==> config.mk <==
export PLATFORM = sky130hd
export DESIGN_NAME = mwe_ctrl
export DESIGN_NICKNAME = d
export VERILOG_FILES = /design/src/rtl/masked_window_entropy_defines.svh /design/src/rtl/mwe_pkg.sv /design/src/rtl/mwe_ctrl.sv
export SDC_FILE = /design/constraint.sdc
export NUM_CORES = 1
export LEC_CHECK = 0
export BUFFER_PORTS_ARGS = -buffer_cell sky130_fd_sc_hd__buf_2
export CAP_MARGIN = 10
export CORE_AREA = 8 8 45 47
export CTS_BUF_LIST = sky130_fd_sc_hd__clkbuf_4 sky130_fd_sc_hd__clkbuf_8
export DETAILED_ROUTE_END_ITERATION = 6
export DIE_AREA = 0 0 53 55
export PLACE_DENSITY = 0.68
export SYNTH_ARGS = -nofsm -noshare
export SYNTH_HDL_FRONTEND = slang
export SYNTH_SLANG_ARGS = --single-unit
==> constraint.sdc <==
create_clock -name clk -period 1.65 [get_ports clk]
set_input_delay 0.165 -clock clk [delete_from_list [all_inputs] [get_ports clk]]
set_output_delay 0.165 -clock clk [all_outputs]
set_load 0.005 [all_outputs]
==> src/rtl/masked_window_entropy_defines.svh <==
// ----------------------------------------------------------------------------
// masked_window_entropy_defines.svh
// Assertion macros shared by the masked window entropy block.
// ----------------------------------------------------------------------------
`ifndef MASKED_WINDOW_ENTROPY_DEFINES_SVH
`define MASKED_WINDOW_ENTROPY_DEFINES_SVH

// Clocked check, switched off while reset is held.
`define MWE_ASSERT(lbl, prop, msg) \
  lbl: assert property (@(posedge clk) disable iff (!rst_n) prop) else $error(msg);

// Clocked check that also runs through reset.
`define MWE_ASSERT_ALWAYS(lbl, prop, msg) \
  lbl: assert property (@(posedge clk) prop) else $error(msg);

`endif

==> src/rtl/mwe_pkg.sv <==
// ----------------------------------------------------------------------------
// mwe_pkg
// Shared constants and controller/datapath handshake types.
// ----------------------------------------------------------------------------
package mwe_pkg;

  // Fixed field widths
  localparam int unsigned PIX_W = 8;
  localparam int unsigned ENT_W = 16;
  localparam logic [ENT_W-1:0] ENT_MAX = 16'hFFFF;

  // Parameter defaults
  localparam int unsigned MWE_GREY_LEVELS       = 256;
  localparam int unsigned MWE_MAX_WINDOW_PIXELS = 1024;
  localparam int unsigned MWE_FRACTION_BITS     = 12;

  // log2 mantissa: [1,2) with MANT_FRAC fraction bits
  localparam int unsigned MANT_FRAC = 30;
  localparam int unsigned MANT_W    = MANT_FRAC + 1;
  localparam int unsigned SHAMT_W   = $clog2(MANT_W);

  // Controller -> datapath
  typedef struct packed {
    logic pix_take;   // pixel transaction accepted, read its bin
    logic cnt_wr;     // write incremented bin count
    logic walk_clr;   // restart bin walk at bin 0
    logic walk_inc;   // advance bin walk
    logic acc_clr;    // clear c*log2(c) sum
    logic log_start;  // launch log2 unit
    logic log_sel_n;  // log2 operand is window total
    logic mul_load;   // register operand * log2
    logic acc_add;    // add product into sum
    logic diff_load;  // load clamped n*L(n) - S
    logic div_init;   // add rounding term, reset divider
    logic div_step;   // one quotient bit
    logic res_load;   // load result, clear histogram
  } mwe_cmd_t;

  // Datapath -> controller
  typedef struct packed {
    logic counted;     // pixel is masked and window has room
    logic in_last;     // pixel closes the window
    logic bin_nonzero; // walked bin holds a count
    logic walk_last;   // walk sits on the top bin
    logic total_zero;  // no masked pixel in the window
    logic log_busy;
    logic log_done;
    logic div_done;
    logic out_free;    // result register can take a new value
  } mwe_sts_t;

endpackage

==> src/rtl/mwe_ctrl.sv <==
// ----------------------------------------------------------------------------
// mwe_ctrl
// Sequencer: pixel counting, bin walk, log/accumulate, divide, result hand-off.
// ----------------------------------------------------------------------------
module mwe_ctrl import mwe_pkg::*; (
  input  logic     clk,
  input  logic     rst_n,
  input  logic     in_valid,
  output logic     in_ready,
  input  mwe_sts_t sts,
  output mwe_cmd_t cmd
);

  typedef enum logic [3:0] {
    S_IDLE,
    S_INC,
    S_START,
    S_SCAN,
    S_LOG_C,
    S_ACC_C,
    S_LOG_N,
    S_DIFF,
    S_DINIT,
    S_DIV,
    S_RESULT
  } state_t;

  state_t state_r, state_nxt;
  logic   last_r, last_nxt;

  always_comb begin
    state_nxt = state_r;
    last_nxt  = last_r;
    cmd       = '0;
    in_ready  = 1'b0;
    unique case (state_r)
      S_IDLE: begin
        in_ready = 1'b1;
        if (in_valid) begin
          cmd.pix_take = 1'b1;
          last_nxt     = sts.in_last;
          if (sts.counted) begin
            state_nxt = S_INC;
          end else if (sts.in_last) begin
            state_nxt = S_START;
          end
        end
      end
      S_INC: begin
        cmd.cnt_wr = 1'b1;
        state_nxt  = last_r ? S_START : S_IDLE;
      end
      S_START: begin
        if (sts.total_zero) begin
          state_nxt = S_RESULT;
        end else begin
          cmd.walk_clr = 1'b1;
          cmd.acc_clr  = 1'b1;
          state_nxt    = S_SCAN;
        end
      end
      S_SCAN: begin
        if (sts.bin_nonzero) begin
          cmd.log_start = 1'b1;
          state_nxt     = S_LOG_C;
        end else if (sts.walk_last) begin
          cmd.log_start = 1'b1;
          cmd.log_sel_n = 1'b1;
          state_nxt     = S_LOG_N;
        end else begin
          cmd.walk_inc = 1'b1;
        end
      end
      S_LOG_C: begin
        if (sts.log_done) begin
          cmd.mul_load = 1'b1;
          state_nxt    = S_ACC_C;
        end
      end
      S_ACC_C: begin
        cmd.acc_add = 1'b1;
        if (sts.walk_last) begin
          cmd.log_start = 1'b1;
          cmd.log_sel_n = 1'b1;
          state_nxt     = S_LOG_N;
        end else begin
          cmd.walk_inc = 1'b1;
          state_nxt    = S_SCAN;
        end
      end
      S_LOG_N: begin
        if (sts.log_done) begin
          cmd.mul_load = 1'b1;
          state_nxt    = S_DIFF;
        end
      end
      S_DIFF: begin
        cmd.diff_load = 1'b1;
        state_nxt     = S_DINIT;
      end
      S_DINIT: begin
        cmd.div_init = 1'b1;
        state_nxt    = S_DIV;
      end
      S_DIV: begin
        if (sts.div_done) begin
          state_nxt = S_RESULT;
        end else begin
          cmd.div_step = 1'b1;
        end
      end
      S_RESULT: begin
        if (sts.out_free) begin
          cmd.res_load = 1'b1;
          state_nxt    = S_IDLE;
        end
      end
      default: begin
        state_nxt = S_IDLE;
      end
    endcase
  end

  always_ff @(posedge clk) begin
    if (!rst_n) begin
      state_r <= S_IDLE;
      last_r  <= 1'b0;
    end else begin
      state_r <= state_nxt;
      last_r  <= last_nxt;
    end
  end

endmodule

======== Word-level counts from Yosys, hierarchy flattened ========
Index checks and enable logic that the tools add are counted.
operators by class
  mux-type cells .......................... 35
  eq/ne operators ......................... 17
  reduce and logical (&&, ||, !) cells .... 4
operators with widths
  kind                                                              number
  4-bit one-hot mux with 11 select lines                            1
  4-bit 2-to-1 mux                                                  10
  1-bit 2-to-1 mux                                                  19
  4-bit by 3-bit == test with 1-bit output (second input constant)  4
  4-bit == test (second input constant)                             3
  2-bit inequality test (second input constant)                     5
  4-bit by 2-bit == test with 1-bit output (second input constant)  2
  7-bit AND reduction                                               1
  3-bit inequality test (second input constant)                     2
  4-bit by 1-bit == test with 1-bit output (second input constant)  1
  4-bit logical NOT                                                 1
  2-bit 2-to-1 mux                                                  2
  2-bit one-hot mux with 2 select lines                             1
  3-bit 2-to-1 mux                                                  1
  1-bit one-hot mux with 2 select lines                             1
  2-bit AND reduction                                               1
  2-bit OR reduction                                                1
storage, ports and cells
  input bits .............................. 12
  register bits ........................... 5
  logic and storage cells ................. 58

======== Longest topological paths before layout ========
Gate-level depths: netlist of run 1.
  word-level depth ........................ 4
  gate-level depth with buffers ........... 7

======== Worst setup path after synthesis of run 1 ========
No wires, ideal clock.
  path kind ............................... register to register
  start ................................... reg state_r[0]
  end ..................................... reg state_r[0]
  library setup time ...................... 0.120 ns
  arrival ................................. 1.341 ns
  clock period less this slack ............ 1.461 ns
  data required time ...................... 1.530 ns
  path buffers ............................ 1
  stages on the path, launching flop included .. 7
  setup slack ............................. 0.189 ns
  path through ............................ dfxtp_1 -> buf_4 -> nand2b_4 -> or4_4 -> nand4_2 -> a21oi_2 -> o31a_1
between the ends
  cells in the longest elaborated chain, start to end .. 3
  elaborated cells between the ends (all ways) .. 20
ends and longest elaborated chain
  item                                                                      line             source
  start, declared                                                           mwe_ctrl.sv:28   state_t state_r, state_nxt;
  start signal, assigned                                                    mwe_ctrl.sv:129  state_r <= state_nxt;
  4-bit by 2-bit == test with 1-bit output (tied with other cells)          mwe_ctrl.sv:36   unique case (state_r)
  3-bit inequality test (no line) or 2-bit inequality test (tied branches)  -
  7-bit AND reduction (no line)                                             -
Parallel ways exist; a longest one is shown, timed or not.
A chain may end at the register's enable or synchronous reset.

==> results by stage, run 1 <==
Status:
- The run finished with clean final reports.

GRT:
- After global routing the overflow that remains totals 0.
- The largest net degree at the start of global routing is 12.
- For this run, the total global-route usage over all layers was measured as 12.3%.
- The number of antenna violations at the first check in global routing came to 0.
- The number of global-route vias before repair is 629.
- The first-pass GRT wire length is 2.75 mm.

Synth:
- For this run, the leading register cell type out of synthesis is dfxtp_1.
- The largest total area in the synthesized netlist belongs to dfxtp_1.
- The number of instances in the synthesized netlist is 75.
- The synthesized design contains 5 register bits.
- The number of enable flip-flop cells after synthesis is 0.
- Yosys printed 0 warnings.
- The synthesized netlist net count is 87.
- After synthesis, the largest area contributor takes up 18.7% of total cell area.
- Ranked by total cell area, the synthesized netlist is headed by dfxtp_1 (19%), o21ai_0 (5.6%), nand2_1 (5.6%).
- Summing every instance area after synthesis gives 534 um2.
- The commonest cells after synthesis are nand2_1 (8), nor2_1 (8), o21ai_0 (6).
- Each instance of the synthesized netlist takes up on average 7.12 um2.
- Summing the sequential cell areas from Yosys gives 18.7% of the chip area.
- The number of different library cells in the post-synthesis netlist is 32.
- In the synthesized netlist the async set-or-reset flop fraction comes to 0%.

Power:
- In this run the power density over the cells is 1100 nW/um2.
- The leakage power is 0.000378 uW.
- The worst supply voltage drop on vdd is 543 uV.
- Of the total power, combinational logic draws 55.5%.
- Registers are responsible for 25.5% of the overall power.
- The relative contribution of the clock network to total power is 19.0%.
- The cell-internal power is 512 uW.
- The switching component of the power is 323 uW.
- The design draws 835 uW.
- Of the total power, the share spent switching nets is 38.7%.

Place:
- The post-detailed-placement half-perimeter wirelength is 1.36 mm.
- The placed standard-cell area is 712 um2.
- Routability-driven placement finished with a final weighted congestion of 0.791.
- In this run the tool buffered the top-level ports with 24 buffer cells.
- Including well taps, the total number of placed cells is 120.

Route:
- Summing over every cut layer, the via total after detailed routing is 664.
- For this block, the initial DRC count from the detailed router was 10.
- The average via count per standard cell is 5.31.
- The total wire length is 1.67 mm.
- The length of the first detailed-routing pass in iterations is 4.
- Dividing the detail-routed wire length by the instance count gives 13.3 um.
- The number of nets with antenna violations after detailed routing is 0.
- In the routed design, unresolved DRC markers number 0.

Worst hold path:
- Counting instances, the worst hold path has a depth of 3.
- The class of the tightest hold or removal check is input pin to register.

Setup path:
- The worst-case reg-to-reg path depth is 5.
- The largest fanout on the critical path is 11.
- The startpoint of the most critical register-to-register path is state_r[1].
- The capture instance of the worst register-to-register path is state_r[2].
- The worst setup path is launched from a register.
- Tracing the worst setup path back leads to its startpoint at state_r[1].
- The kind of critical path is register to output port.
- The type of element capturing the critical path is an output port.
- The setup check on the worst reg-to-reg path leaves a slack of 0.18 ns.
- The required time of the critical path is 1.48 ns.
- The capture point of the critical path is cmd[12].
- The arrival time of the worst setup path is 1.45 ns.

STA:
- After layout, the worst path uses 97.7% of the clock period.
- Setup violations remaining at the end of the flow were counted as 0.
- The worst path needs 1.61 ns of the cycle, external delays included.
- The normalized max-slew margin is 74.6%.
- The hold violation count in the final report is 0.
- The final-report max-slew violation count is 0.
- Setup repair after global routing could not meet its margin everywhere.
- Between clock sinks in the finished design, the worst skew comes to 0.00280 ns.
- For the pin with the worst max-slew slack, the measured transition is 0.377 ns.
- Based on the critical path, the design can be clocked at up to 621 MHz.
- The tightest hold path in the finished design has a slack of 0.174 ns.

Cells and area:
- The area growth from synthesis to layout is 41.7%.
- The number of nets in the layout is 122.
- The share of post-route cells with drive strength above 1 is 45.9%.
- The number of standard cells in the final layout excluding fillers is 125.
- The filler cell count is 139.
- The repair_antennas step left the layout with diodes totalling 0.
- The finished cells cover 757 um2.

Clocking:
- In this run the number of H-tree levels came out at 1.
- The longest clock path from root to sink contains 2 buffers.
- The clock-pin slew on the worst setup and hold paths is 0.04 ns.
- The TritonCTS sink count is 5.
- The CTS tree is built.
- The root buffer cell chosen for the clock tree is clkbuf_4.
- In this run, CTS created clock tree buffers numbering 3.
- For the worst-skew pair, the clock arrives at the later sink with an insertion delay of 0.24 ns.

Floorplan:
- The die width is 53 um.
- The area enclosed by the die boundary is 2920 um2.
- The floorplan step set the die height to 55 um.
- The floorplan row count is 14.
- The core area is 1380 um2.
- The I/O pin count is 26.
- The initial utilization of the core area, before any placement, comes to 38.6%.

Flow run:
- The count of max-cap constraint violations is 0.
-- repair_timing --
item / in CTS / in global routing
resized for setup: 3 / 2
setup endpoints to repair: 5 / 4
buffers inserted: 0 / 1
hold buffers: 0 / 0
-- sequential cells by signal, indices dropped and copies added (netlist names) --
register	flops
last_r	1
state_r	4
-- kinds of logic (layout without fill, tap and decap cells) --
family	count (synthesis)	after routing	share of synthesized area, %
buf+inv	8	42	9.84
simple gates	42	42	47.3
compound gates	19	19	22.3
mux	1	1	1.87
flops	5	5	18.7
-- critical path: stages (launching register included) --
cell and delay, ns:
dfxtp_2 0.37, nor4_1 0.39, buf_4 0.18, and2_1 0.15
buf_2 0.12
-- power by group through the flow --
stage | sequential, uW | clock (uW) | combinational [uW]
CTS | 208 | 163 | 467
global route | 220 | 176 | 515
global placement | 205 | 0 | 459
detailed placement | 207 | 0 | 462
floorplan | 164 | 0 | 322
finish | 213 | 158 | 463
-- stage by stage --
step / worst slack [ns] / TNS [ns] / util [%]
final: 0.0384 / 0 / 54.7
after global placement: 0.0314 / 0 / 51.4
after CTS: 0.0297 / 0 / 53.9
after floorplan: 0.189 / 0 / -
after global routing: -0.0447 / -0.106 / 54.7
after detailed placement: 0.0279 / 0 / 51.4
-- placed cells by master, fill, tap and decap left out, types with 2 or more instances in the layout --
cell       n
nor2b_1    3
nor4_1     3
nor3b_1    3
o21ai_0    6
nand3_1    2
a21oi_1    4
buf_4     12
clkbuf_4   4
and3_1     3
nand2b_1   3
nor2_1     8
and4b_1    2
or2_2      2
inv_1      2
buf_2     24
nand2_1    8
dfxtp_2    3
-- area by class of cell --
class                      count  area [um2]  share of cell area (%)
clock buffer                   4        30.0                    3.97
tap                           16        20.0                    2.64
inverter                       2        7.51                   0.992
timing repair buffer          36         210                    27.8
multi-input combinational     62         382                    50.4
sequential                     5         108                    14.2
-- routing by layer --
metal	vias up	track usage, %	routed length [um]
met3	2	4.01	128
met1	295	13.8	675
met2	25	21.1	847
li1	342	-	-
met5	-	0	0
met4	0	4.74	17
-- worst min path at each step --
stage	from	end	slack, ns
2_1_floorplan	rst_n	state_r[2]	0.27
3_5_place_dp	rst_n	state_r[2]	0.42
3_3_place_gp	rst_n	state_r[2]	0.42
5_1_grt	rst_n	state_r[0]	0.17
4_1_cts	rst_n	state_r[2]	0.16
6_report	rst_n	state_r[2]	0.17
No activity file was read; power rests on OpenSTA's default activity.
==> run 2, diff against run 1 <==
CELL_PAD_IN_SITES_DETAIL_PLACEMENT = 1   (was default)
CELL_PAD_IN_SITES_GLOBAL_PLACEMENT = 2   (was default)
CORE_AREA = default   (was 8 8 45 47)
CORE_MARGIN = 8   (was default)
CORE_UTILIZATION = 23   (was default)
DIE_AREA = default   (was 0 0 53 55)
PLACE_DENSITY = 0.75   (was 0.68)
REMOVE_ABC_BUFFERS = 1   (was default)
==> run 2 against run 1 <==
  * Combinational power grew 9.5%
  * First-iteration DRC count grew 90%
  * Setup slack lost 0.010 ns
  * Final cell count grew 10%
  * Clock power grew 3%
==> results by stage, run 2 (synthesized netlist as in run 1, its figures left out) <==
Status:
- Run status: finished, final reports clean (unchanged).

Route:
- The uppermost metal layer occupied by signal nets is met4 (unchanged).
- The remaining routing DRC violations is 0 (unchanged).
- The detailed-route wire length on metal 1 was 945 um (was 675 um).
- The total wire length was 1.96 mm (was 1.67 mm).
- The average via count per standard cell was 4.91 (was 5.31).
- The detailed-routed wire length on met2 is 880 um (was 847 um).
- The length of the first detailed-routing pass in iterations is 4 (unchanged).
- The number of nets with antenna violations after detailed routing came to 0 (unchanged).
- The count of vias placed by the detailed router is 678 (was 664).
- The detailed router's first-iteration violation count is 19 (was 10).
- The wire length per cell after detailed routing is 14.2 um (was 13.3 um).
- The met3 wire length came to 90 um (was 128 um).

Floorplan:
- The die outline height is 64.2 um (was 55 um).
- The floorplan row count was 17 (was 14).
- The area enclosed by the die boundary is 4120 um2 (was 2920 um2).
- The starting density of the core came to 24.2% (was 38.6%).
- The die width is 64.2 um (was 53 um).
- The core area is 2210 um2 (was 1380 um2).
- The I/O pin count is 26 (unchanged).

GRT:
- The first-pass GRT wire length is 3.31 mm (was 2.75 mm).
- The number of global-route vias before repair came to 735 (was 629).
- The largest net degree at the start of global routing came to 11 (was 12).
- The sum of overflow across all layers after global routing is 0 (unchanged).
- The number of antenna violations at the first check in global routing came to 0 (unchanged).
- The global-route usage over all layers came to 9.83% (was 12.3%).

Setup path:
- The kind of cell adding the most delay to the critical path is simple AND/OR/NAND/NOR gates (unchanged).
- The kind of critical path was register to output port (unchanged).
- The number of cells on the critical path is 4 (unchanged).
- The launching instance or port of the critical path is state_r[2] (was state_r[1]).
- Cell breakdown of the critical path: nand2b_1 > or4_4 > nand2_1 > buf_2 (was nor4_1 > buf_4 > and2_1 > buf_2).
- The worst-case reg-to-reg path depth is 5 (unchanged).
- The arrival time of the worst setup path came to 1.46 ns (was 1.45 ns).
- The category of the worst setup path launch point is a register (unchanged).
- The register-to-register path setup slack is 0.13 ns (was 0.18 ns).
- The largest fanout on the critical path is 8 (was 11).
- The type of element capturing the critical path is an output port (unchanged).
- The required time of the critical path is 1.48 ns (about the same).
- The maximum single-stage delay on the critical path is 0.47 ns (was 0.39 ns).
- The capture instance of the worst register-to-register path is state_r[0] (was state_r[2]).
- The startpoint of the most critical register-to-register path was state_r[2] (was state_r[1]).
- The worst-path cell with the longest stage delay was or4_4 (was nor4_1).
- The count of buffer and inverter cells on the critical path came to 1 (was 2).

Cells and area:
- The number of nets in the layout is 123 (was 122).
- The number of standard cells in the final layout excluding fillers is 138 (was 125).
- The number of inserted diodes is 0 (unchanged).
- The area of all placed cells without fillers is 800 um2 (was 757 um2).
- Commonest cells after routing, fill and taps aside: buf_2 (24), buf_4 (13), nor2_1 (8), nand2_1 (8), o21ai_0 (6) (was buf_2 (24), buf_4 (12), nor2_1 (8), nand2_1 (8), o21ai_0 (6)).
- The filler cell count is 299 (was 139).
- The most flop-heavy register is state_r (unchanged).
- Top flop regs: state_r: 4 flops, last_r: 1 flops (unchanged).
- The share of post-route cells with drive strength above 1 is 49.1% (was 45.9%).
- The final standard cell utilization of the core is 36.1% (was 54.7%).
- The area growth from synthesis to layout is 49.6% (was 41.7%).
- The most frequent standard cell in the layout excluding fill and tap cells is buf_2 (unchanged).
- The number of flip-flops under the largest register name is 4 (unchanged).

Worst hold path:
- The number of stages on the worst hold path was 2 (was 3).
- The class of the tightest hold or removal check was input pin to register (unchanged).
- The start point of the worst hold path is rst_n (unchanged).
- The sink of the worst hold path was state_r[0] (was state_r[2]).

Flow run:
- The count of max-cap constraint violations is 0 (unchanged).

STA:
- The maximum clock frequency was 617 MHz (was 621 MHz).
- The worst-margin pin slew is 0.352 ns (was 0.377 ns).
- The normalized max-slew margin is 76.2% (was 74.6%).
- Setup repair after global routing missed its margin: true (unchanged).
- The final-report max-slew violation count is 0 (unchanged).
- The aggregate negative setup slack was 0 ns (unchanged).
- The setup skew after layout is 0.00174 ns (was 0.00280 ns).
- The share of the clock period used by the worst path after layout is 98.3% (was 97.7%).
- The final period demand of the worst path is 1.62 ns (was 1.61 ns).
- The setup violation total in the final timing report is 0 (unchanged).
- The worst hold slack came to 0.181 ns (was 0.174 ns).
- The hold violation count in the final report is 0 (unchanged).

Place:
- The post-detailed-placement half-perimeter wirelength came to 1.57 mm (was 1.36 mm).
- The placed standard-cell area is 742 um2 (was 712 um2).
- The number of port buffers is 24 (unchanged).
- The number of cells in the design after placement is 134 (was 120).
- The final estimated routing congestion in global placement is 0.793 (was 0.791).

Clocking:
- The clock-pin slew on the worst setup and hold paths is 0.05 ns (was 0.04 ns).
- The latest clock arrival within the worst-skew pair is 0.25 ns (was 0.24 ns).
- The CTS H-tree depth is 1 (unchanged).
- The total CTS buffers is 3 (unchanged).
- The cell at the root of the clock tree is clkbuf_4 (unchanged).
- The number of buffers added to fix hold violations after cts is 0 (unchanged).
- The TritonCTS sink count is 5 (unchanged).
- The largest buffer count on any clock path is 2 (unchanged).
- The CTS tree was built (unchanged).
- The setup fix buffers added after clock tree synthesis is 0 (unchanged).

Power:
- The worst supply voltage drop on vdd is 360 uV (was 543 uV).
- The leakage power is 0.000387 uW (was 0.000378 uW).
- The ratio of total power to cell area is 1100 nW/um2 (about the same).
run 2: repair_timing:
action | in CTS | in global routing
gates resized for setup | 5 | 5
hold endpoints to repair | 0 | 0
setup endpoints to repair | 6 | 3
run 2: per-stage QoR:
step,power (uW),setup WS (ns)
2_1_floorplan,441,0.00949
3_3_place_gp,691,0.0222
3_5_place_dp,701,-0.00269
4_1_cts,884,0.0150
5_1_grt,956,-0.0185
6_report,880,0.0280
run 2: layout make-up:
cell class / count / area (um2) / area share, %
clock buffers: 4 / 30.0 / 3.76
inverters: 2 / 7.51 / 0.939
multi-input cells: 62 / 397 / 49.6
flip-flops and latches: 5 / 113 / 14.1
well taps: 28 / 35.0 / 4.38
repair buffers: 37 / 218 / 27.2
run 2: how the worst max path moves through the flow:
stage,slack (ns),end
2_1_floorplan,0.009,state_r[0]
3_3_place_gp,0.02,state_r[0]
3_5_place_dp,-0.003,state_r[2]
4_1_cts,0.01,cmd[9]
5_1_grt,-0.02,cmd[9]
6_report,0.03,cmd[9]
run 2: metal layers:
metal / GRT usage (%) / up-vias
li1: - / 341
met1: 11.5 / 312
met2: 16.1 / 21
met3: 2.26 / 4
met4: 5.72 / 0
met5: 0 / -
run 2: report_power, final:
group	switching (uW)	leakage (uW)	internal, uW	total, uW
combinational	238	0.000326	269	507
clock	54.3	0.0000184	108	162
sequential	57.7	0.0000435	152	210
total	350	0.000387	529	880
==> run 3, diff against run 2 <==
RECOVER_POWER = 50   (was default)
==> run 3 against run 2 <==
  * Final cell count stayed put
  * Hold slack hardly changed
  * Fmax increased by 0.22%
  * Clock skew hardly changed
  * Design area fell by 1.3%
  * Power is 2.1% lower
  * Sequential cell count unchanged
  * Largest cell class unchanged
  * Highest routed layer unchanged
==> results by stage, run 3 (synthesized netlist as in run 1, its figures left out) <==
Cells and area:
- The number of inserted diodes was 0 (unchanged).
- The number of standard cells in the final layout excluding fillers is 138 (unchanged).
- The area growth from synthesis to layout is 47.8% (was 49.6%).
- The most frequent standard cell in the layout excluding fill and tap cells is buf_2 (unchanged).
- The number of nets in the layout was 123 (unchanged).
- The most flop-heavy register is state_r (unchanged).
- Top flop regs: state_r: 4 flops, last_r: 1 flops (unchanged).
- The share of post-route cells with drive strength above 1 was 45.5% (was 49.1%).
- Commonest cells after routing, fill and taps aside: buf_2 (22), buf_4 (10), nor2_1 (8), nand2_1 (8), o21ai_0 (6) (was buf_2 (24), buf_4 (13), nor2_1 (8), nand2_1 (8), o21ai_0 (6)).
- The number of flip-flops under the largest register name is 4 (unchanged).
- The final standard cell utilization of the core is 35.7% (was 36.1%).

Power:
- The switching component of the power came to 349 uW (was 350 uW).
- The ratio of total power to cell area is 1090 nW/um2 (was 1100 nW/um2).
- The worst supply voltage drop on vdd is 356 uV (was 360 uV).
- The share of total power in sequential cells came to 24.3% (was 23.9%).
- The fraction of power spent switching nets was 40.5% (was 39.8%).
- The fraction of power consumed by combinational cells is 56.8% (was 57.7%).
- The cell-internal power came to 513 uW (was 529 uW).
- The leakage power is 0.000371 uW (was 0.000387 uW).
- The relative contribution of the clock network to total power is 18.9% (was 18.5%).

STA:
- The setup violation total in the final timing report is 0 (unchanged).
- The hold violation count in the final report was 0 (unchanged).
- The maximum clock frequency came to 618 MHz (was 617 MHz).
- The setup skew after layout is 0.00173 ns (was 0.00174 ns).
- The final period demand of the worst path is 1.62 ns (about the same).
- The share of the clock period used by the worst path after layout came to 98.1% (was 98.3%).
- The final-report max-slew violation count is 0 (unchanged).
- The worst-margin pin slew is 0.352 ns (about the same).
- Setup repair after global routing missed its margin: true (unchanged).
- The normalized max-slew margin was 76.2% (about the same).

Clocking:
- The CTS H-tree depth came to 1 (unchanged).
- The number of buffers added to fix hold violations after cts is 0 (unchanged).
- The latest clock arrival within the worst-skew pair is 0.25 ns (about the same).
- The clock-pin slew on the worst setup and hold paths came to 0.05 ns (about the same).
- The CTS tree is built (unchanged).
- The total CTS buffers is 3 (unchanged).
- The largest buffer count on any clock path was 2 (unchanged).
- The cell at the root of the clock tree is clkbuf_4 (unchanged).
- The TritonCTS sink count is 5 (unchanged).

Floorplan:
- The area enclosed by the die boundary came to 4120 um2 (unchanged).
- The starting density of the core is 24.2% (unchanged).
- The die width is 64.2 um (unchanged).
- The I/O pin count is 26 (unchanged).
- The core area is 2210 um2 (unchanged).
- The floorplan row count came to 17 (unchanged).
- The die outline height is 64.2 um (unchanged).

Route:
- The average via count per standard cell was 4.94 (was 4.91).
- The count of vias placed by the detailed router is 682 (was 678).
- The total wire length is 1.97 mm (was 1.96 mm).
- The number of nets with antenna violations after detailed routing came to 0 (unchanged).
- The length of the first detailed-routing pass in iterations is 4 (unchanged).
- The wire length per cell after detailed routing is 14.2 um (about the same).
- The detailed router's first-iteration violation count is 20 (was 19).
- The remaining routing DRC violations is 0 (unchanged).

GRT:
- The number of global-route vias before repair is 735 (unchanged).
- The number of antenna violations at the first check in global routing is 0 (unchanged).
- The global-route usage over all layers is 9.83% (unchanged).
- The sum of overflow across all layers after global routing is 0 (unchanged).
- The first-pass GRT wire length is 3.31 mm (unchanged).
- The largest net degree at the start of global routing was 11 (unchanged).

Place:
- The final estimated routing congestion in global placement was 0.793 (unchanged).
- The number of cells in the design after placement came to 134 (unchanged).
- The number of port buffers is 24 (unchanged).
- The post-detailed-placement half-perimeter wirelength is 1.57 mm (unchanged).

Worst hold path:
- The number of stages on the worst hold path came to 2 (unchanged).
- The class of the tightest hold or removal check is input pin to register (unchanged).

Setup path:
- The category of the worst setup path launch point is a register (unchanged).
- The required time of the critical path is 1.48 ns (about the same).
- The arrival time of the worst setup path came to 1.45 ns (was 1.46 ns).
- The type of element capturing the critical path is an output port (unchanged).
- The worst-case reg-to-reg path depth was 5 (unchanged).
- The kind of critical path is register to output port (unchanged).
- The largest fanout on the critical path was 8 (unchanged).

Flow run:
- The count of max-cap constraint violations is 0 (unchanged).

Status:
- Run status: finished, final reports clean (unchanged).
[run 3: power groups by stage]
stage,clock (uW),combinational [uW],sequential (uW)
floorplan,0,240,201
global placement,0,487,204
detailed placement,0,498,203
CTS,172,506,206
global route,172,553,213
finish,162,489,209
[run 3: through the flow]
| step | worst slack (ns) | total power, uW | area [um2] | TNS [ns] | hold slack (ns) |
|---|---|---|---|---|---|
| after detailed placement | -0.00269 | 701 | 742 | -0.00269 | 0.426 |
| after global placement | 0.0222 | 691 | 742 | 0 | 0.426 |
| final | 0.0315 | 861 | 790 | 0 | 0.181 |
| after CTS | 0.0150 | 884 | 783 | 0 | 0.168 |
| after global routing | -0.0185 | 938 | 790 | -0.0185 | 0.178 |
| after floorplan | 0.00949 | 441 | 489 | 0 | 0.268 |
[run 3: what timing repair did]
action,in CTS,in global routing
setup endpoints to repair,6,3
resized for setup,5,5
hold endpoints to repair,0,0
pin swaps,0,0
buffers inserted,0,0
[run 3: layout make-up]
class,count,area [um2]
Tap cell,28,35.0
Multi-Input combinational cell,62,397
Timing Repair Buffer,37,208
Fill cell,298,1420
Sequential cell,5,113
Inverter,2,7.51
Clock buffer,4,30.0
[run 3: critical path: stages (launching register included)]
cell,delay (ns)
dfxtp_4,0.37
nand2b_1,0.20
or4_4,0.47
nand2_1,0.07
buf_2,0.11
[run 3: final timing paths]
| check | from | end | slack (ns) |
|---|---|---|---|
| max | state_r[2] | cmd[9] | 0.03 |
| min | rst_n | state_r[0] | 0.18 |
| max reg2reg | state_r[2] | state_r[0] | 0.14 |
| min reg2reg | state_r[3] | state_r[2] | 0.51 |
[run 3: routing by layer]
| layer | up-vias | GRT usage [%] | wire length [um] |
|---|---|---|---|
| met5 | - | 0 | 0 |
| met4 | 0 | 5.72 | 44 |
| met3 | 4 | 2.26 | 102 |
| met2 | 23 | 16.1 | 883 |
| met1 | 314 | 11.5 | 934 |
| li1 | 341 | - | - |
